$ cat config.mk
export PLATFORM = sky130hd
export DESIGN_NAME = http_request_line_parser_top
export DESIGN_NICKNAME = d
export VERILOG_FILES = /design/src/rtl/hrlp_pkg.sv /design/src/rtl/hrlp_scan.sv /design/src/rtl/http_request_line_parser_top.sv
export SDC_FILE = /design/constraint.sdc
export NUM_CORES = 1
export LEC_CHECK = 0
export BUFFER_PORTS_ARGS = -buffer_cell sky130_fd_sc_hd__buf_4
export CAP_MARGIN = 0
export CORE_MARGIN = 2
export CORE_UTILIZATION = 46
export CTS_CLUSTER_DIAMETER = 120
export DETAILED_ROUTE_END_ITERATION = 6
export GPL_ROUTABILITY_DRIVEN = 0
export PLACE_DENSITY_LB_ADDON = 0.05
export SLEW_MARGIN = 20
export SYNTH_ARGS = -nofsm -noshare
export SYNTH_HDL_FRONTEND = slang
export SYNTH_SLANG_ARGS = --single-unit
$ cat constraint.sdc
create_clock -name clk -period 7.9 [get_ports clk]
set_input_delay 0 -clock clk [delete_from_list [all_inputs] [get_ports clk]]
set_output_delay 0 -clock clk [all_outputs]
set_load 0.01 [all_outputs]
$ cat src/rtl/hrlp_pkg.sv
// Types, constants and helpers shared by the request line parser.
package hrlp_pkg;

  localparam int MAX_LINE_DEF = 1024;
  localparam int OFS_W        = 10;
  localparam int LEN_W        = 11;
  localparam int IN_TDATA_W   = 8;
  localparam int OUT_FIELDS_W = 106;
  localparam int OUT_TDATA_W  = 112;

  localparam logic [7:0] CH_LF    = 8'h0a;
  localparam logic [7:0] CH_CR    = 8'h0d;
  localparam logic [7:0] CH_TAB   = 8'h09;
  localparam logic [7:0] CH_SPACE = 8'h20;
  localparam logic [7:0] CH_COLON = 8'h3a;
  localparam logic [7:0] CH_SLASH = 8'h2f;
  localparam logic [7:0] CH_ZERO  = 8'h30;
  localparam logic [7:0] CH_NINE  = 8'h39;
  localparam logic [7:0] CH_H     = 8'h68;
  localparam logic [7:0] CH_T     = 8'h74;
  localparam logic [7:0] CH_P     = 8'h70;

  localparam logic [2:0] PREFIX_LEN = 3'd7;
  localparam logic [2:0] TOK_PATH   = 3'd1;
  localparam logic [2:0] TOK_ALL    = 3'd3;
  localparam logic [2:0] TOK_SAT    = 3'd4;

  typedef enum logic [1:0] {
    PH_MATCH  = 2'd0,
    PH_SERVER = 2'd1,
    PH_FOUND  = 2'd2,
    PH_NONE   = 2'd3
  } phase_t;

  typedef struct packed {
    logic             fail;
    logic [LEN_W-1:0] cmd_start;
    logic [LEN_W-1:0] cmd_len;
    logic [LEN_W-1:0] path_start;
    logic [LEN_W-1:0] path_len;
    logic [LEN_W-1:0] prot_start;
    logic [LEN_W-1:0] prot_len;
    logic             srv_found;
    logic [LEN_W-1:0] srv_start;
    logic [LEN_W-1:0] srv_slash;
    logic [LEN_W-1:0] srv_colon;
    logic             port_ok;
    logic [LEN_W-1:0] port_begin;
  } snap_t;

  function automatic logic is_sep(input logic [7:0] b);
    return (b == CH_SPACE) || (b == CH_LF) || (b == CH_CR) || (b == CH_TAB);
  endfunction

  function automatic logic [7:0] prefix_char(input logic [2:0] pos);
    logic [7:0] c;
    case (pos)
      3'd0: c = CH_H;
      3'd1: c = CH_T;
      3'd2: c = CH_T;
      3'd3: c = CH_P;
      3'd4: c = CH_COLON;
      3'd5: c = CH_SLASH;
      3'd6: c = CH_SLASH;
      default: c = 8'h00;
    endcase
    return c;
  endfunction

endpackage

$ cat src/rtl/hrlp_scan.sv
// Input stage, running token and server state, and end-of-buffer snapshot.
module hrlp_scan #(
  parameter int MAX_LINE = hrlp_pkg::MAX_LINE_DEF
) (
  input  logic                             clk,
  input  logic                             rst_n,
  input  logic                             in_tvalid,
  output logic                             in_tready,
  input  logic [hrlp_pkg::IN_TDATA_W-1:0]  in_tdata,
  input  logic                             in_tlast,
  output logic                             fin_vld,
  input  logic                             fin_take,
  output hrlp_pkg::snap_t                  fin_snap
);

  localparam int IDX_W = $clog2(MAX_LINE + 1);
  localparam logic [IDX_W-1:0] LINE_LIM = IDX_W'(MAX_LINE);
  localparam logic [IDX_W-1:0] IDX_ONE  = IDX_W'(1);

  logic             in_vld_r;
  logic [7:0]       byte_r;
  logic             eob_r;
  logic             proc;

  logic [IDX_W-1:0] idx_r, idx_nxt;
  logic [2:0]       tc_r, tc_nxt;
  logic             inside_r, inside_nxt;
  logic             done_r, done_nxt;
  logic             ovf_r, ovf_nxt;
  logic [IDX_W-1:0] tb_start_r [3];
  logic [IDX_W-1:0] tb_start_nxt [3];
  logic [IDX_W-1:0] tb_len_r [3];
  logic [IDX_W-1:0] tb_len_nxt [3];
  logic [2:0]       prog_r, prog_nxt;
  hrlp_pkg::phase_t phase_r, phase_nxt;
  logic [IDX_W-1:0] srv_start_r, srv_start_nxt;
  logic [IDX_W-1:0] srv_slash_r, srv_slash_nxt;
  logic [IDX_W-1:0] srv_colon_r, srv_colon_nxt;
  logic             colon_r, colon_nxt;
  logic             pact_r, pact_nxt;
  logic [IDX_W-1:0] pbeg_r, pbeg_nxt;

  logic             fin_vld_r;
  hrlp_pkg::snap_t  snap_r, snap_nxt;

  logic             sep;
  logic             tok_open;
  logic             tok_close;

  assign proc      = in_vld_r && (!eob_r || !fin_vld_r || fin_take);
  assign in_tready = !in_vld_r || proc;
  assign fin_vld   = fin_vld_r;
  assign fin_snap  = snap_r;

  always_ff @(posedge clk) begin
    if (!rst_n) begin
      in_vld_r <= 1'b0;
    end else if (in_tready) begin
      in_vld_r <= in_tvalid;
    end
  end

  always_ff @(posedge clk) begin
    if (in_tready && in_tvalid) begin
      byte_r <= in_tdata;
      eob_r  <= in_tlast;
    end
  end

  always_comb begin
    idx_nxt       = idx_r;
    tc_nxt        = tc_r;
    inside_nxt    = inside_r;
    done_nxt      = done_r;
    ovf_nxt       = ovf_r;
    tb_start_nxt  = tb_start_r;
    tb_len_nxt    = tb_len_r;
    prog_nxt      = prog_r;
    phase_nxt     = phase_r;
    srv_start_nxt = srv_start_r;
    srv_slash_nxt = srv_slash_r;
    srv_colon_nxt = srv_colon_r;
    colon_nxt     = colon_r;
    pact_nxt      = pact_r;
    pbeg_nxt      = pbeg_r;
    sep           = hrlp_pkg::is_sep(byte_r);
    tok_open      = !inside_r && !sep;
    tok_close     = inside_r && sep;

    if (!done_r) begin
      if (idx_r >= LINE_LIM) begin
        ovf_nxt = 1'b1;
      end else begin
        idx_nxt = idx_r + IDX_ONE;
        if (tok_open) begin
          inside_nxt = 1'b1;
          for (int k = 0; k < 3; k++) begin
            if (tc_r == 3'(k)) tb_start_nxt[k] = idx_r;
          end
          if (tc_r == hrlp_pkg::TOK_PATH) begin
            prog_nxt  = 3'd0;
            phase_nxt = hrlp_pkg::PH_MATCH;
            colon_nxt = 1'b0;
            pact_nxt  = 1'b0;
          end
        end else if (tok_close) begin
          inside_nxt = 1'b0;
          for (int k = 0; k < 3; k++) begin
            if (tc_r == 3'(k)) tb_len_nxt[k] = idx_r - tb_start_r[k];
          end
          if (tc_r < hrlp_pkg::TOK_SAT) tc_nxt = tc_r + 3'd1;
        end

        if (inside_nxt && (tc_nxt == hrlp_pkg::TOK_PATH)) begin
          case (phase_nxt)
            hrlp_pkg::PH_MATCH: begin
              if ((prog_nxt < hrlp_pkg::PREFIX_LEN) &&
                  (byte_r == hrlp_pkg::prefix_char(prog_nxt))) begin
                prog_nxt = prog_nxt + 3'd1;
                if (prog_nxt == hrlp_pkg::PREFIX_LEN) begin
                  phase_nxt     = hrlp_pkg::PH_SERVER;
                  srv_start_nxt = idx_r + IDX_ONE;
                end
              end else begin
                phase_nxt = hrlp_pkg::PH_NONE;
              end
            end
            hrlp_pkg::PH_SERVER: begin
              if (byte_r == hrlp_pkg::CH_SLASH) begin
                srv_slash_nxt = idx_r;
                phase_nxt     = hrlp_pkg::PH_FOUND;
              end else if (byte_r == hrlp_pkg::CH_COLON) begin
                if (!colon_nxt) begin
                  colon_nxt     = 1'b1;
                  srv_colon_nxt = idx_r;
                end
                pbeg_nxt = idx_r + IDX_ONE;
                pact_nxt = 1'b1;
              end else if ((byte_r < hrlp_pkg::CH_ZERO) || (byte_r > hrlp_pkg::CH_NINE)) begin
                pact_nxt = 1'b0;
              end
            end
            default: begin
            end
          endcase
        end

        if (byte_r == hrlp_pkg::CH_LF) done_nxt = 1'b1;
      end
    end

    snap_nxt.fail       = ovf_nxt || (tc_nxt != hrlp_pkg::TOK_ALL) || inside_nxt;
    snap_nxt.cmd_start  = hrlp_pkg::LEN_W'(tb_start_nxt[0]);
    snap_nxt.cmd_len    = hrlp_pkg::LEN_W'(tb_len_nxt[0]);
    snap_nxt.path_start = hrlp_pkg::LEN_W'(tb_start_nxt[1]);
    snap_nxt.path_len   = hrlp_pkg::LEN_W'(tb_len_nxt[1]);
    snap_nxt.prot_start = hrlp_pkg::LEN_W'(tb_start_nxt[2]);
    snap_nxt.prot_len   = hrlp_pkg::LEN_W'(tb_len_nxt[2]);
    snap_nxt.srv_found  = (phase_nxt == hrlp_pkg::PH_FOUND);
    snap_nxt.srv_start  = hrlp_pkg::LEN_W'(srv_start_nxt);
    snap_nxt.srv_slash  = hrlp_pkg::LEN_W'(srv_slash_nxt);
    snap_nxt.srv_colon  = hrlp_pkg::LEN_W'(srv_colon_nxt);
    snap_nxt.port_ok    = colon_nxt && pact_nxt && (srv_slash_nxt > pbeg_nxt);
    snap_nxt.port_begin = hrlp_pkg::LEN_W'(pbeg_nxt);
  end

  always_ff @(posedge clk) begin
    if (!rst_n || (proc && eob_r)) begin
      idx_r       <= '0;
      tc_r        <= '0;
      inside_r    <= 1'b0;
      done_r      <= 1'b0;
      ovf_r       <= 1'b0;
      tb_start_r  <= '{default: '0};
      tb_len_r    <= '{default: '0};
      prog_r      <= '0;
      phase_r     <= hrlp_pkg::PH_MATCH;
      srv_start_r <= '0;
      srv_slash_r <= '0;
      srv_colon_r <= '0;
      colon_r     <= 1'b0;
      pact_r      <= 1'b0;
      pbeg_r      <= '0;
    end else if (proc) begin
      idx_r       <= idx_nxt;
      tc_r        <= tc_nxt;
      inside_r    <= inside_nxt;
      done_r      <= done_nxt;
      ovf_r       <= ovf_nxt;
      tb_start_r  <= tb_start_nxt;
      tb_len_r    <= tb_len_nxt;
      prog_r      <= prog_nxt;
      phase_r     <= phase_nxt;
      srv_start_r <= srv_start_nxt;
      srv_slash_r <= srv_slash_nxt;
      srv_colon_r <= srv_colon_nxt;
      colon_r     <= colon_nxt;
      pact_r      <= pact_nxt;
      pbeg_r      <= pbeg_nxt;
    end
  end

  always_ff @(posedge clk) begin
    if (!rst_n) begin
      fin_vld_r <= 1'b0;
    end else if (proc && eob_r) begin
      fin_vld_r <= 1'b1;
    end else if (fin_take) begin
      fin_vld_r <= 1'b0;
    end
  end

  always_ff @(posedge clk) begin
    if (proc && eob_r) snap_r <= snap_nxt;
  end

endmodule

$ cat src/rtl/http_request_line_parser_top.sv
// Results: the end_of_buffer beat passes the input register, the snapshot and the out_ register.
// Throughput: one byte per cycle through the input register, the parse state update and the
// output register; only a final byte waits on a full snapshot.
// Reset: rst_n (synchronous, active low) clears all parse state and empties the outputs.
// The final byte of each buffer also returns the parser to its reset state.
module http_request_line_parser_top #(
  parameter int MAX_LINE = hrlp_pkg::MAX_LINE_DEF
) (
  input  logic                              clk,
  input  logic                              rst_n,
  input  logic                              in_tvalid,
  output logic                              in_tready,
  input  logic [hrlp_pkg::IN_TDATA_W-1:0]   in_tdata,   // line_byte
  input  logic                              in_tlast,   // end_of_buffer
  output logic                              out_tvalid,
  input  logic                              out_tready,
  // command_start, command_length, path_start, path_length, protocol_start,
  // protocol_length, server_found, server_start, server_length, port_start,
  // port_length, zero fill
  output logic [hrlp_pkg::OUT_TDATA_W-1:0]  out_tdata,
  output logic [0:0]                        out_tuser   // parse_status
);

  localparam int OW = hrlp_pkg::OFS_W;
  localparam int LW = hrlp_pkg::LEN_W;

  logic             fin_vld;
  logic             fin_take;
  hrlp_pkg::snap_t  snap;
  logic             out_free;

  logic             out_tvalid_r;
  logic [hrlp_pkg::OUT_TDATA_W-1:0] out_tdata_r, out_tdata_nxt;
  logic             status_r, status_nxt;

  logic [LW-1:0]    srv_len;
  logic [LW-1:0]    path_start;
  logic [LW-1:0]    path_len;
  logic [LW-1:0]    port_start;
  logic [LW-1:0]    port_len;

  hrlp_scan #(
    .MAX_LINE (MAX_LINE)
  ) u_scan (
    .clk       (clk),
    .rst_n     (rst_n),
    .in_tvalid (in_tvalid),
    .in_tready (in_tready),
    .in_tdata  (in_tdata),
    .in_tlast  (in_tlast),
    .fin_vld   (fin_vld),
    .fin_take  (fin_take),
    .fin_snap  (snap)
  );

  assign out_free = !out_tvalid_r || out_tready;
  assign fin_take = fin_vld && out_free;

  always_comb begin
    srv_len    = '0;
    path_start = snap.path_start;
    path_len   = snap.path_len;
    port_start = '0;
    port_len   = '0;
    if (snap.srv_found) begin
      srv_len    = snap.srv_slash - snap.srv_start;
      path_len   = snap.path_start + snap.path_len - snap.srv_slash;
      path_start = snap.srv_slash;
      if (snap.port_ok) begin
        srv_len    = snap.srv_colon - snap.srv_start;
        port_start = snap.port_begin;
        port_len   = snap.srv_slash - snap.port_begin;
      end
    end

    status_nxt    = snap.fail;
    out_tdata_nxt = '0;
    if (!snap.fail) begin
      out_tdata_nxt[hrlp_pkg::OUT_FIELDS_W-1:0] = {
        port_len,
        port_start[OW-1:0],
        srv_len,
        snap.srv_found ? snap.srv_start[OW-1:0] : {OW{1'b0}},
        snap.srv_found,
        snap.prot_len,
        snap.prot_start[OW-1:0],
        path_len,
        path_start[OW-1:0],
        snap.cmd_len,
        snap.cmd_start[OW-1:0]
      };
    end
  end

  always_ff @(posedge clk) begin
    if (!rst_n) begin
      out_tvalid_r <= 1'b0;
    end else if (out_free) begin
      out_tvalid_r <= fin_vld;
    end
  end

  always_ff @(posedge clk) begin
    if (fin_take) begin
      out_tdata_r <= out_tdata_nxt;
      status_r    <= status_nxt;
    end
  end

  assign out_tvalid = out_tvalid_r;
  assign out_tdata  = out_tdata_r;
  assign out_tuser  = status_r;

endmodule

; ---- Word level (Yosys, flattened, before mapping)
; Index checks and enable logic that the tools add are counted.
[op_classes]
mux = 102
n_eq_ne = 20
addsub = 11
reduce_logical = 37
order_cmp = 6
bitwise_logic = 4
[op_table]
columns = cell, count
row1 = $mux 11, 32
row2 = $mux 33, 7
row3 = $sub 11x11->11, 7
row4 = $mux 3, 14
row5 = $pmux 7 s5, 1
row6 = $mux 1, 32
row7 = $mux 8, 4
row8 = $eq 8x4->1 const B, 3
row9 = $eq 8x6->1 const B, 3
row10 = $mux 2, 10
row11 = $eq 3x3->1 const B, 4
row12 = $add 11x1->11 const B, 1
row13 = $add 11x11->11, 1
row14 = $ge 11x11->1 const B, 1
row15 = $gt 11x11->1, 1
row16 = $logic_or 1x1->1, 11
row17 = $logic_and 1x1->1, 10
row18 = $mux 10, 1
row19 = $eq 3x1->1 const B, 3
row20 = $eq 3x2->1 const B, 3
row21 = $eq 8x8->1, 1
row22 = $gt 8x6->1 const B, 1
row23 = $lt 8x6->1 const B, 1
row24 = $logic_not 1->1, 7
row25 = 13 further kinds, 21
[word_totals]
wordCells = 221
inputBits = 13
reg_bits = 364

; ---- Longest topological paths before layout
; Gate-level depths: netlist (run 1).
[logic_depth]
ltp_word = 24
depth_mapped = 18
mapped_depth_nobuf = 16

; ---- By module
; From an unflattened synthesis (run 1), not the netlist that was laid out.
[unflattened]
cells_unflattened = 1775
hier_area_um2 = 18211.2
[modules_own_cells]
columns = mod, cells_per_inst, area_per_inst_um2, seq_area_each_um2, n_inst
row1 = hrlp_scan, 1262, 12318.1, 6386.1, 1
row2 = http_request_line_parser_top, 513, 5893.2, 3233.1, 1

; ---- Least setup slack after synthesis (run 1)
; OpenSTA, ideal clock, no wires.
[synth_path]
path_kind = reg-to-reg
startpoint = register out_tvalid_r (netlist: out_tvalid)
endpoint = register out_tdata_r, in the netlist out_tdata[0], enable pin
setup_slack_ns = 2.068
t_arrival_ns = 5.246
stages_incl_launch_ff = 3
path_cell_list = dfxtp_1 > nor2b_1 > nor2b_1
[synth_via]
elab_chain_len = 3
[synth_rtl]
columns = element, line_no
row1 = from (decl), http_request_line_parser_top.sv:32  ; logic out_tvalid_r;
row2 = from (signal assigned), http_request_line_parser_top.sv:99  ; out_tvalid_r <= fin_vld;
row3 = $logic_not 1->1, http_request_line_parser_top.sv:56  ; assign out_free = !out_tvalid_r || out_tready;
row4 = $logic_or 1x1->1, http_request_line_parser_top.sv:56
row5 = $logic_and 1x1->1, http_request_line_parser_top.sv:57  ; assign fin_take = fin_vld && out_free;
row6 = via fin_take, http_request_line_parser_top.sv:28  ; logic fin_take;
row7 = to (signal assigned), http_request_line_parser_top.sv:105  ; out_tdata_r <= out_tdata_nxt;
row8 = to (decl), http_request_line_parser_top.sv:33  ; logic [hrlp_pkg::OUT_TDATA_W-1:0] out_tdata_r, out_tdata_nxt;
; The timed path passes the listed nets, and every way through them passes these cells.
; A chain may end at the register's enable or synchronous reset.

==> flow_summary.ini, run 1 <==
[synth]
synth_area_leaders = edfxtp_1, dfxtp_1, ha_1, nand2_1, mux2_2
post_synth_inst_count = 1726
syn-cell-area_um2 = 18000
synthDominantAreaCellType = edfxtp_1
post_synthesis_mean_instance_area_um2 = 10.4
asyncSetResetFlopFracSynth = 0
number_of_enable_type_register_cells_in_the_synthesized_netlist = 227
yosys.area.top_type_share = 0.380
ys.flop_type = edfxtp_1
netlist_cell_types = 66
yosysSeqAreaShare = 0.532
postSynthRegisterBits = 364
ys.warnings.count = 0

[route]
totalWireLength_mm = 44.0
post-route-drc-count = 0
drt-initial-drc-count = 730
route.antenna.remaining_nets = 0
drt-vias-per-instance = 5.23
wl_per_cell_um = 18.4
route.vias.total = 12500
drt-pass1-iter-count = 5

[timing]
period_share = 0.586
timing_max_transition_violations_final = 0
finalClockSkew_ns = 0.0169
setup_viol_count_final = 0
worst-slew-pin-transition_ns = 0.972
unrepaired_setup_endpoints_after_global_routing = no
final-hold-violation-count = 0
timing.fmax_mhz = 216
fin_setup_tns_ns = 0
fin_crit_ns = 4.63
slew-limit-headroom = 0.350

[min_path]
worst_hold_path.endpoint = u_scan.eob_r$_DFFE_PP_
hold_path.class = input pin to flip-flop
worst_hold_startpoint = in_tlast
worstHoldPathCells = 2

[setup_path]
maximum_single_stage_delay_on_the_critical_path_ns = 0.67
crit_top_cell = ha_1
cp_cell_sequence = nor2b_1 -> o2111a_2 -> nor3_2 -> nor2_1 -> ha_1 -> ha_1 -> or2_2 -> nor4_1 -> a311oi_1 -> a211oi_1 -> nand4_1 -> mux2_2
ff2ff_setup_slack_ns = 3.27
cell_type_group_with_the_largest_total_delay_on_the_critical_path = simple AND/OR/NAND/NOR gates
arrival_ns = 4.94
path_buf_inv = 0
worst_setup_path_end_kind = flip-flop
critical_path.reg2reg.startpoint = u_scan.byte_r[0]$_DFFE_PP_
crit_path_max_fo = 18
worstPathRequired_ns = 8.21
number_of_cells_traversed_by_the_worst_register_to_register_path = 12
timing.critical_path.from_type = flip-flop
crit-reg2reg-capture = u_scan.fin_snap[43]$_DFFE_PP_
path_class = flip-flop to flip-flop
cpMaxStageDelayCell = nand4_1

[place]
placed_cell_area_um2 = 19300
dpl.cell_count = 2296
dp.final_hpwl_mm = 29.6
buffer_ports.inserted = 121

[clocking]
cts_resized = 0
cts.reportedPaths.clkPinSlew_ns = 0.06
htree_num_levels = 2
number_of_setup_buffers_added_after_cts = 0
cts-buffers-inserted = 42
cts_tree = done
cts-root-to-sink-buffers = 3
insertion_delay_ns = 0.57
ctsRootBufferMaster = clkbuf_16
total_number_of_clock_tree_sinks = 364

[global_routing]
vias_in_the_first_global_route = 12100
grt_max_degree = 78
grt_overflow_total = 0
grt.total_usage = 0.216
grt_antenna_before_repair = 0
first_pass_grt_wire_length_mm = 68.4

[layout]
finalNonFillerCells = 2388
num-nets-final = 1945
area_occupied_by_multi_input_gates_um2 = 7550
drive_gt1_frac = 0.151
postLayoutCoreUtil = 0.544
fillCellCount = 3430
final_area_um2 = 21000
antenna_cells_inserted = 0
area_growth_synth_to_finish_pct = 16.8
ff_latch_area_um2 = 9560

[floorplanning]
starting_utilization_of_the_core_area = 0.466
design.die.area_um2 = 40600
num_rows = 72
die_height_um = 202
core-area_um2 = 38600
dieWidth_um = 202
floorplan.io_pins = 128

[run]
maxCapViolations = 0

[pwr]
leakage_nw = 8.23
vdd_ir_drop_max_uv = 135
power-per-cell-area_nw_per_um2 = 211

[run_status]
run_status = complete, no violations
where the power goes:
part / internal, mW / switching (mW) / total (mW)
logic: 0.0908 / 0.147 / 0.238
clock network: 1.32 / 0.796 / 2.12
registers: 2.05 / 0.0235 / 2.07
total: 3.46 / 0.967 / 4.42
area by class of cell:
type	count	share of cell area
sequential	364	0.456
multi-input combinational	1143	0.360
clock buffer	59	0.0606
timing repair buffer	154	0.0568
tap	518	0.0309
inverter	131	0.0236
clock inverter	19	0.0121
through the flow:
step	hold WS (ns)	total power, mW	setup WS (ns)
5_1_grt	0.161	4.56	2.92
4_1_cts	0.133	4.47	3.26
3_5_place_dp	0.181	2.34	3.26
2_1_floorplan	0.0989	2.27	2.07
6_report	0.160	4.42	3.27
3_3_place_gp	0.181	2.34	3.37
logic make-up after synthesis:
group | after synthesis | synth area share
simple gates | 580 | 0.154
flops | 364 | 0.532
compound gates | 307 | 0.106
buf+inv | 224 | 0.0491
fa+ha+maj | 98 | 0.0743
mux | 94 | 0.0563
xor+xnor | 58 | 0.0283
other cells | 1 | 0.000209
Yosys cell counts, types with 45 or more instances:
| cell | count |
|---|---|
| o21ai_0 | 91 |
| nor2b_1 | 66 |
| clkbuf_1 | 74 |
| nand3_1 | 45 |
| nand2_1 | 198 |
| ha_1 | 81 |
| dfxtp_1 | 137 |
| edfxtp_1 | 227 |
| nor2_1 | 137 |
| a21oi_1 | 94 |
| mux2_2 | 56 |
| inv_1 | 131 |
how the worst max path moves through the flow:
stage | cells past startpoint | slack (ns) | to | start
3_3_place_gp | 12 | 3.37 | u_scan.fin_snap[43]$_DFFE_PP_ | u_scan.byte_r[0]$_DFFE_PP_
5_1_grt | 12 | 2.92 | u_scan.fin_snap[41]$_DFFE_PP_ | u_scan.byte_r[0]$_DFFE_PP_
2_1_floorplan | 2 | 2.07 | out_tdata[0]$_SDFFCE_PP0P_ | out_tvalid$_SDFFE_PN0N_
3_5_place_dp | 12 | 3.26 | u_scan.fin_snap[42]$_DFFE_PP_ | u_scan.byte_r[1]$_DFFE_PP_
6_report | 12 | 3.27 | u_scan.fin_snap[43]$_DFFE_PP_ | u_scan.byte_r[0]$_DFFE_PP_
4_1_cts | 12 | 3.26 | u_scan.fin_snap[43]$_DFFE_PP_ | u_scan.byte_r[1]$_DFFE_PP_
layer usage:
layer / track usage / up-vias / part of all wire
met4: 0.0872 / 0 / 0.033
met2: 0.359 / 267 / 0.47
met1: 0.287 / 5929 / 0.46
li1: - / 6214 / -
met3: 0.0266 / 68 / 0.038
met5: 0 / - / 0
sequential cells by signal, indices dropped and copies added (netlist names), 2 cells and up:
register and count:
u_scan.phase_r 2, u_scan.tb_len_r 33, out_tdata 106, u_scan.byte_r 8
u_scan.srv_colon_r 11, u_scan.tc_r 3, u_scan.prog_r 3, u_scan.pbeg_r 11
u_scan.idx_r 11, u_scan.srv_slash_r 11, u_scan.srv_start_r 11, u_scan.fin_snap 111
u_scan.tb_start_r 33
cells in the final DEF (no fill, tap or decap), types with 45 or more instances in the layout:
cell | netlist | routed
dfxtp_1 | 137 | 137
nand2_1 | 198 | 196
buf_4 | 8 | 140
edfxtp_1 | 227 | 227
clkbuf_16 | 0 | 47
nor2b_1 | 66 | 65
nand3_1 | 45 | 45
nor2_1 | 137 | 137
a21oi_1 | 94 | 94
inv_1 | 131 | 130
o21ai_0 | 91 | 91
ha_1 | 81 | 81
mux2_2 | 56 | 56
timing repair:
| action | in CTS | in global routing |
|---|---|---|
| endpoints found under the hold margin | 12 | 0 |
| setup endpoints to repair | 0 | 0 |
| hold buffers | 14 | 0 |
(Power assumes the default switching activity.)
==> run 2, diff against run 1 <==
--- a/config.mk
+++ b/config.mk
@@ -5,6 +5,7 @@
 export SDC_FILE = /design/constraint.sdc
 export NUM_CORES = 1
 export LEC_CHECK = 0
+export ABC_AREA = 1
 export BUFFER_PORTS_ARGS = -buffer_cell sky130_fd_sc_hd__buf_4
 export CAP_MARGIN = 0
 export CORE_MARGIN = 2
==> constraint.sdc (replaced) <==
create_clock -name clk -period 4.7 [get_ports clk]
set_input_delay 0 -clock clk [delete_from_list [all_inputs] [get_ports clk]]
set_output_delay 0 -clock clk [all_outputs]
set_load 0.01 [all_outputs]
==> run 2 against run 1 <==
Design area rose by 1.4%. Worst setup slack got worse by 2.6 ns. Via count increased by 10%. Sequential share of layout area fell by 0.61 points. Combinational power increased to 3.2 times the previous value. Global-route usage up 0.058 points. Synthesized cell count is 20% higher. Routed wire length is 0.92% higher. Maximum frequency grew 16%. Clock power grew 51%. Critical endpoint is now u_scan.fin_snap[11]$_DFFE_PP_.
==> flow_summary.ini, run 2 <==
[layout]
antenna_cells_inserted = 0
most-common-layout-cells = inv_1, nand2_1, edfxtp_1
final_common_cell = inv_1
ff_latch_area_um2 = 9560
drive_gt1_frac = 0.127
postLayoutCoreUtil = 0.537
area_growth_synth_to_finish_pct = 16.1
largest_register_ffs = 111
num-nets-final = 2298
area_occupied_by_multi_input_gates_um2 = 6920
fillCellCount = 3704

[pwr]
leakage_nw = 9.63
p_total_mw = 7.51
vdd_ir_drop_max_uv = 248
power-per-cell-area_nw_per_um2 = 353

[route]
drt-vias-per-instance = 5.00
route.antenna.remaining_nets = 0
drt-initial-drc-count = 989
m1WireLength_mm = 20.0
totalWireLength_mm = 44.4
top_signal_layer_used = met4
drt-pass1-iter-count = 5
wl_per_cell_um = 16.2
post-route-drc-count = 0
route.met2.wl_mm = 21.1
route.vias.total = 13700
met3RoutedLength_mm = 1.53

[setup_path]
timing.critical_path.from_type = flip-flop
crit_top_cell = o21ai_0
ff2ff_setup_slack_ns = 0.71
crit_path_max_fo = 20
maximum_single_stage_delay_on_the_critical_path_ns = 0.43
worstPathRequired_ns = 5.01
cell_type_group_with_the_largest_total_delay_on_the_critical_path = simple AND/OR/NAND/NOR gates
path_class = flip-flop to flip-flop
cpMaxStageDelayCell = edfxtp_1
path_buf_inv = 3
arrival_ns = 4.30
crit-reg2reg-capture = u_scan.fin_snap[11]$_DFFE_PP_
crit_path_start = u_scan.byte_r[6]$_DFFE_PP_
critical_path.reg2reg.startpoint = u_scan.byte_r[6]$_DFFE_PP_
worst_setup_path_end_kind = flip-flop
number_of_cells_traversed_by_the_worst_register_to_register_path = 21
cp_cell_sequence = nor2_2 -> nand4_1 -> nand4_4 -> inv_2 -> nor2_4 -> nand2_2 -> nor2_1 -> nand2_1 -> inv_1 -> nand2_1 -> o21ai_0 -> inv_1 -> ha_1 -> a21oi_1 -> o21ai_0 -> a221oi_1 -> o21ai_0 -> nand3_1 -> a21oi_1 -> o21ai_0 -> nor2_1

[timing]
finalClockSkew_ns = 0.0235
setup_viol_count_final = 0
timing_max_transition_violations_final = 0
final-hold-violation-count = 0
fin_setup_tns_ns = 0
postLayoutSetupSlackWorst_ns = 0.711
unrepaired_setup_endpoints_after_global_routing = no
timing.fmax_mhz = 251
slew-limit-headroom = 0.388
fin_crit_ns = 3.99
period_share = 0.849
worst-slew-pin-transition_ns = 0.917

[synth]
syn-cell-area_um2 = 18300
yosysSeqAreaShare = 0.522
number_of_enable_type_register_cells_in_the_synthesized_netlist = 227
asyncSetResetFlopFracSynth = 0
synthDominantAreaCellType = edfxtp_1
post_synth_inst_count = 2066
yosys-top-cells-count = inv_1, nand2_1, edfxtp_1
yosys.area.top_type_share = 0.372
ys.warnings.count = 0
netlist_cell_types = 53
postSynthRegisterBits = 364
synth_area_leaders = edfxtp_1, dfxtp_1, inv_1, nand2_1, ha_1
ys.flop_type = edfxtp_1
post-synth-top-count-cell = inv_1
post_synthesis_mean_instance_area_um2 = 8.86

[clocking]
ctsRootBufferMaster = clkbuf_16
insertion_delay_ns = 0.57
cts-buffers-inserted = 40
total_number_of_clock_tree_sinks = 364
htree_num_levels = 2
number_of_setup_buffers_added_after_cts = 0
cts_tree = done
cts-root-to-sink-buffers = 3
cts.reportedPaths.clkPinSlew_ns = 0.06

[global_routing]
vias_in_the_first_global_route = 12900
grt_antenna_before_repair = 0
first_pass_grt_wire_length_mm = 69.7
grt_max_degree = 72
grt.total_usage = 0.217
grt_overflow_total = 0

[floorplanning]
core-area_um2 = 39500
starting_utilization_of_the_core_area = 0.463
floorplan.io_pins = 128
num_rows = 73
dieWidth_um = 204
die_height_um = 204
design.die.area_um2 = 41400

[min_path]
worstHoldPathCells = 2
hold_path.class = input pin to flip-flop
worst_hold_startpoint = in_tlast
worst_hold_path.endpoint = u_scan.eob_r$_DFFE_PP_

[run]
maxCapViolations = 0

[place]
buffer_ports.inserted = 121
dp.final_hpwl_mm = 31.6
place_ws_ns = 0.737

[run_status]
run_status = complete, no violations
==> run 2: changes by cell type in the layout (fill, tap and decap cells not counted), sizes merged, moves of 56 or more <==
cell | previous run | this run
a21oi | 94 | 154
inv | 131 | 405
mux2 | 56 | 0
nand2 | 198 | 298
nor2 | 137 | 201
nor2b | 66 | 0
o21ai | 91 | 217
==> run 2: kinds of logic (layout without fill, tap and decap cells) <==
| logic type | Yosys count | in the layout | share of synthesized area |
|---|---|---|---|
| adders and majority gates | 96 | 96 | 0.0717 |
| and+or+nand+nor | 622 | 622 | 0.148 |
| DFF | 364 | 364 | 0.522 |
| buffers and inverters | 490 | 640 | 0.104 |
| xor gates and xnor gates | 38 | 38 | 0.0182 |
| other | 1 | 6 | 0.000205 |
| AOI/OAI and AO/OA | 455 | 455 | 0.136 |
==> run 2: report_power, final <==
| part | internal [mW] | switching (mW) |
|---|---|---|
| clock network | 1.91 | 1.29 |
| logic | 0.265 | 0.503 |
| registers | 3.49 | 0.0577 |
==> run 2: how the worst max path moves through the flow <==
stage,to,slack (ns),cells past startpoint
finish,u_scan.fin_snap[11]$_DFFE_PP_,0.71,21
CTS,u_scan.fin_snap[11]$_DFFE_PP_,0.74,21
floorplan,out_tdata[0]$_SDFFCE_PP0P_,0.97,1
global route,u_scan.fin_snap[11]$_DFFE_PP_,0.12,23
global placement,u_scan.fin_snap[11]$_DFFE_PP_,0.88,21
detailed placement,u_scan.fin_snap[11]$_DFFE_PP_,0.74,21
==> run 2: routing by layer <==
layer / vias up / GRT usage
met5: - / 0
met4: 0 / 0.0965
met3: 95 / 0.0284
met2: 273 / 0.367
met1: 6370 / 0.278
li1: 6995 / -
==> run 2: through the flow <==
step	hold slack, ns	instance area, um2	instances
after floorplan	0.0989	18300	2071
final	0.168	21300	2746
after detailed placement	0.180	19800	2658
after global routing	0.157	21300	2746
after CTS	0.140	21300	2746
after global placement	0.179	19800	2658
==> run 2: repair_timing <==
item,CTS,global route
gates resized for setup,0,0
endpoints found under the hold margin,33,0
hold buffers,14,0
==> run 2: layout make-up <==
type,instances,area share
timing repair buffer,157,0.0577
tap,525,0.0309
clock inverter,19,0.00859
clock buffer,55,0.0550
multi-input combinational,1217,0.326
inverter,409,0.0723
sequential,364,0.450
==> run 3, diff against run 2 <==
--- a/config.mk
+++ b/config.mk
@@ -5,7 +5,7 @@
 export SDC_FILE = /design/constraint.sdc
 export NUM_CORES = 1
 export LEC_CHECK = 0
-export ABC_AREA = 1
+export ABC_AREA = 0
 export BUFFER_PORTS_ARGS = -buffer_cell sky130_fd_sc_hd__buf_4
 export CAP_MARGIN = 0
 export CORE_MARGIN = 2
==> constraint.sdc (replaced) <==
create_clock -name clk -period 3.9 [get_ports clk]
set_input_delay 0 -clock clk [delete_from_list [all_inputs] [get_ports clk]]
set_output_delay 0 -clock clk [all_outputs]
set_load 0.01 [all_outputs]
==> run 3 against run 2 <==
Register-to-register slack got worse by 0.55 ns. First-iteration DRC count fell by 27%. Largest cell class unchanged. Critical path depth fell by 8.
==> flow_summary.ini, run 3 (same netlist as run 1, synthesis figures left out) <==
[place]
buffer_ports.inserted = 121
place_ws_ns = 0.108
placed_cell_area_um2 = 19600
dpl.cell_count = 2336
dp.final_hpwl_mm = 31.0

[setup_path]
timing.critical_path.depth = 13
arrival_ns = 4.19
cpMaxStageDelayCell = or4_4
cp_cell_sequence = nor3b_1 -> o2111a_2 -> nor3_2 -> nor2_1 -> ha_1 -> ha_1 -> or2_2 -> nor4_1 -> a311oi_1 -> a211o_1 -> or4_4 -> and2_1 -> o21a_1
crit-reg2reg-capture = u_scan.srv_start_r[10]$_SDFFE_PP0P_
worstPathRequired_ns = 4.35
path_buf_inv = 0
path_class = flip-flop to flip-flop
cell_type_group_with_the_largest_total_delay_on_the_critical_path = simple AND/OR/NAND/NOR gates
crit_path_max_fo = 10
timing.critical_path.from_type = flip-flop
maximum_single_stage_delay_on_the_critical_path_ns = 0.61
critical_path_destination = u_scan.srv_start_r[10]$_SDFFE_PP0P_
worst_setup_path_end_kind = flip-flop
crit_top_cell = ha_1
number_of_cells_traversed_by_the_worst_register_to_register_path = 13
crit_path_start = u_scan.byte_r[1]$_DFFE_PP_
critical_path.reg2reg.startpoint = u_scan.byte_r[1]$_DFFE_PP_
ff2ff_setup_slack_ns = 0.16

[route]
wl_per_cell_um = 18.1
route.vias.total = 12600
post-route-drc-count = 0
drt-initial-drc-count = 722
route.antenna.remaining_nets = 0
totalWireLength_mm = 43.8
drt-vias-per-instance = 5.19
drt-pass1-iter-count = 5

[timing]
slew-limit-headroom = 0.440
timing.fmax_mhz = 267
postLayoutSetupSlackWorst_ns = 0.157
worst-slew-pin-transition_ns = 0.839
unrepaired_setup_endpoints_after_global_routing = yes
whs_ns = 0.172
final-hold-violation-count = 0
finalClockSkew_ns = 0.0110
fin_setup_tns_ns = 0
timing_max_transition_violations_final = 0
fin_crit_ns = 3.74
setup_viol_count_final = 0
period_share = 0.960

[pwr]
leakage_nw = 8.33
power-per-cell-area_nw_per_um2 = 396
p_total_mw = 8.35
vdd_ir_drop_max_uv = 284

[layout]
drive_gt1_frac = 0.167
postLayoutCoreUtil = 0.546
largest_register_ffs = 111
final_area_um2 = 21100
antenna_cells_inserted = 0
final_common_cell = edfxtp_1
most-common-layout-cells = edfxtp_1, nand2_1, buf_4
area_growth_synth_to_finish_pct = 17.3
finalNonFillerCells = 2428
num-nets-final = 1990

[run]
maxCapViolations = 0

[clocking]
htree_num_levels = 2
cts_tree = done
insertion_delay_ns = 0.55
cts-root-to-sink-buffers = 3
total_number_of_clock_tree_sinks = 364
cts.reportedPaths.clkPinSlew_ns = 0.06
ctsRootBufferMaster = clkbuf_16
cts-buffers-inserted = 41

[floorplanning]
num_rows = 72
dieWidth_um = 202
starting_utilization_of_the_core_area = 0.466
floorplan.io_pins = 128
design.die.area_um2 = 40600
die_height_um = 202
core-area_um2 = 38600

[global_routing]
first_pass_grt_wire_length_mm = 68.5
grt_antenna_before_repair = 0
grt.total_usage = 0.217
grt_overflow_total = 0
grt_max_degree = 69
vias_in_the_first_global_route = 12300

[run_status]
run_status = complete, no violations

[min_path]
hold_path.class = input pin to flip-flop
[run 3: cell types whose count changed in the layout (fill, tap and decap cells not counted), sizes merged, moves of 38 or more]
| cell | delta |
|---|---|
| a21oi | -60 |
| mux2i | +38 |
| buf | +43 |
| nand2 | -100 |
| mux2 | +56 |
| nor2b | +66 |
| o21ai | -126 |
| nor2 | -64 |
| inv | -273 |
[run 3: area by class of cell]
cell class	instances	area (um2)
Clock buffer	59	1160
Sequential cell	364	9560
Inverter	131	494
Tap cell	518	648
Timing Repair Buffer	200	1540
Multi-Input combinational cell	1143	7560
Clock inverter	13	87.6
Fill cell	3417	17500
[run 3: what timing repair did]
action                                  4_1_cts  5_1_grt
buffers inserted                              0        6
endpoints found under the setup margin        0        8
resized for setup                             0        6
endpoints found under the hold margin        12        0
hold buffers                                 14        0
[run 3: how the worst min path moves through the flow]
stage | cells after the start | slack [ns] | startpoint | end
floorplan | 0 | 0.1 | in_tdata[0] | u_scan.byte_r[0]$_DFFE_PP_
finish | 2 | 0.17 | in_tlast | u_scan.eob_r$_DFFE_PP_
detailed placement | 1 | 0.18 | in_tlast | u_scan.eob_r$_DFFE_PP_
CTS | 2 | 0.14 | in_tlast | u_scan.eob_r$_DFFE_PP_
global placement | 1 | 0.18 | in_tlast | u_scan.eob_r$_DFFE_PP_
global route | 2 | 0.17 | in_tlast | u_scan.eob_r$_DFFE_PP_
[run 3: worst register-to-register path: cells and delay by family (launching register included)]
family	cells	cell delay, ns
flops	1	0.46
compound gates	4	0.95
simple gates	7	1.80
fa+ha+maj	2	0.44
[run 3: report_power, final]
part / leakage, nW / switching, mW / internal, mW
Clock: 0.618 / 1.52 / 2.13
Combinational: 4.43 / 0.308 / 0.200
Sequential: 3.28 / 0.0429 / 4.15
[run 3: layer usage]
metal	global-route usage	part of all wire	wire [um]
met1	0.284	0.45	19600
met2	0.359	0.47	20600
met3	0.0321	0.041	1790
met4	0.0972	0.041	1810
met5	0	0	0
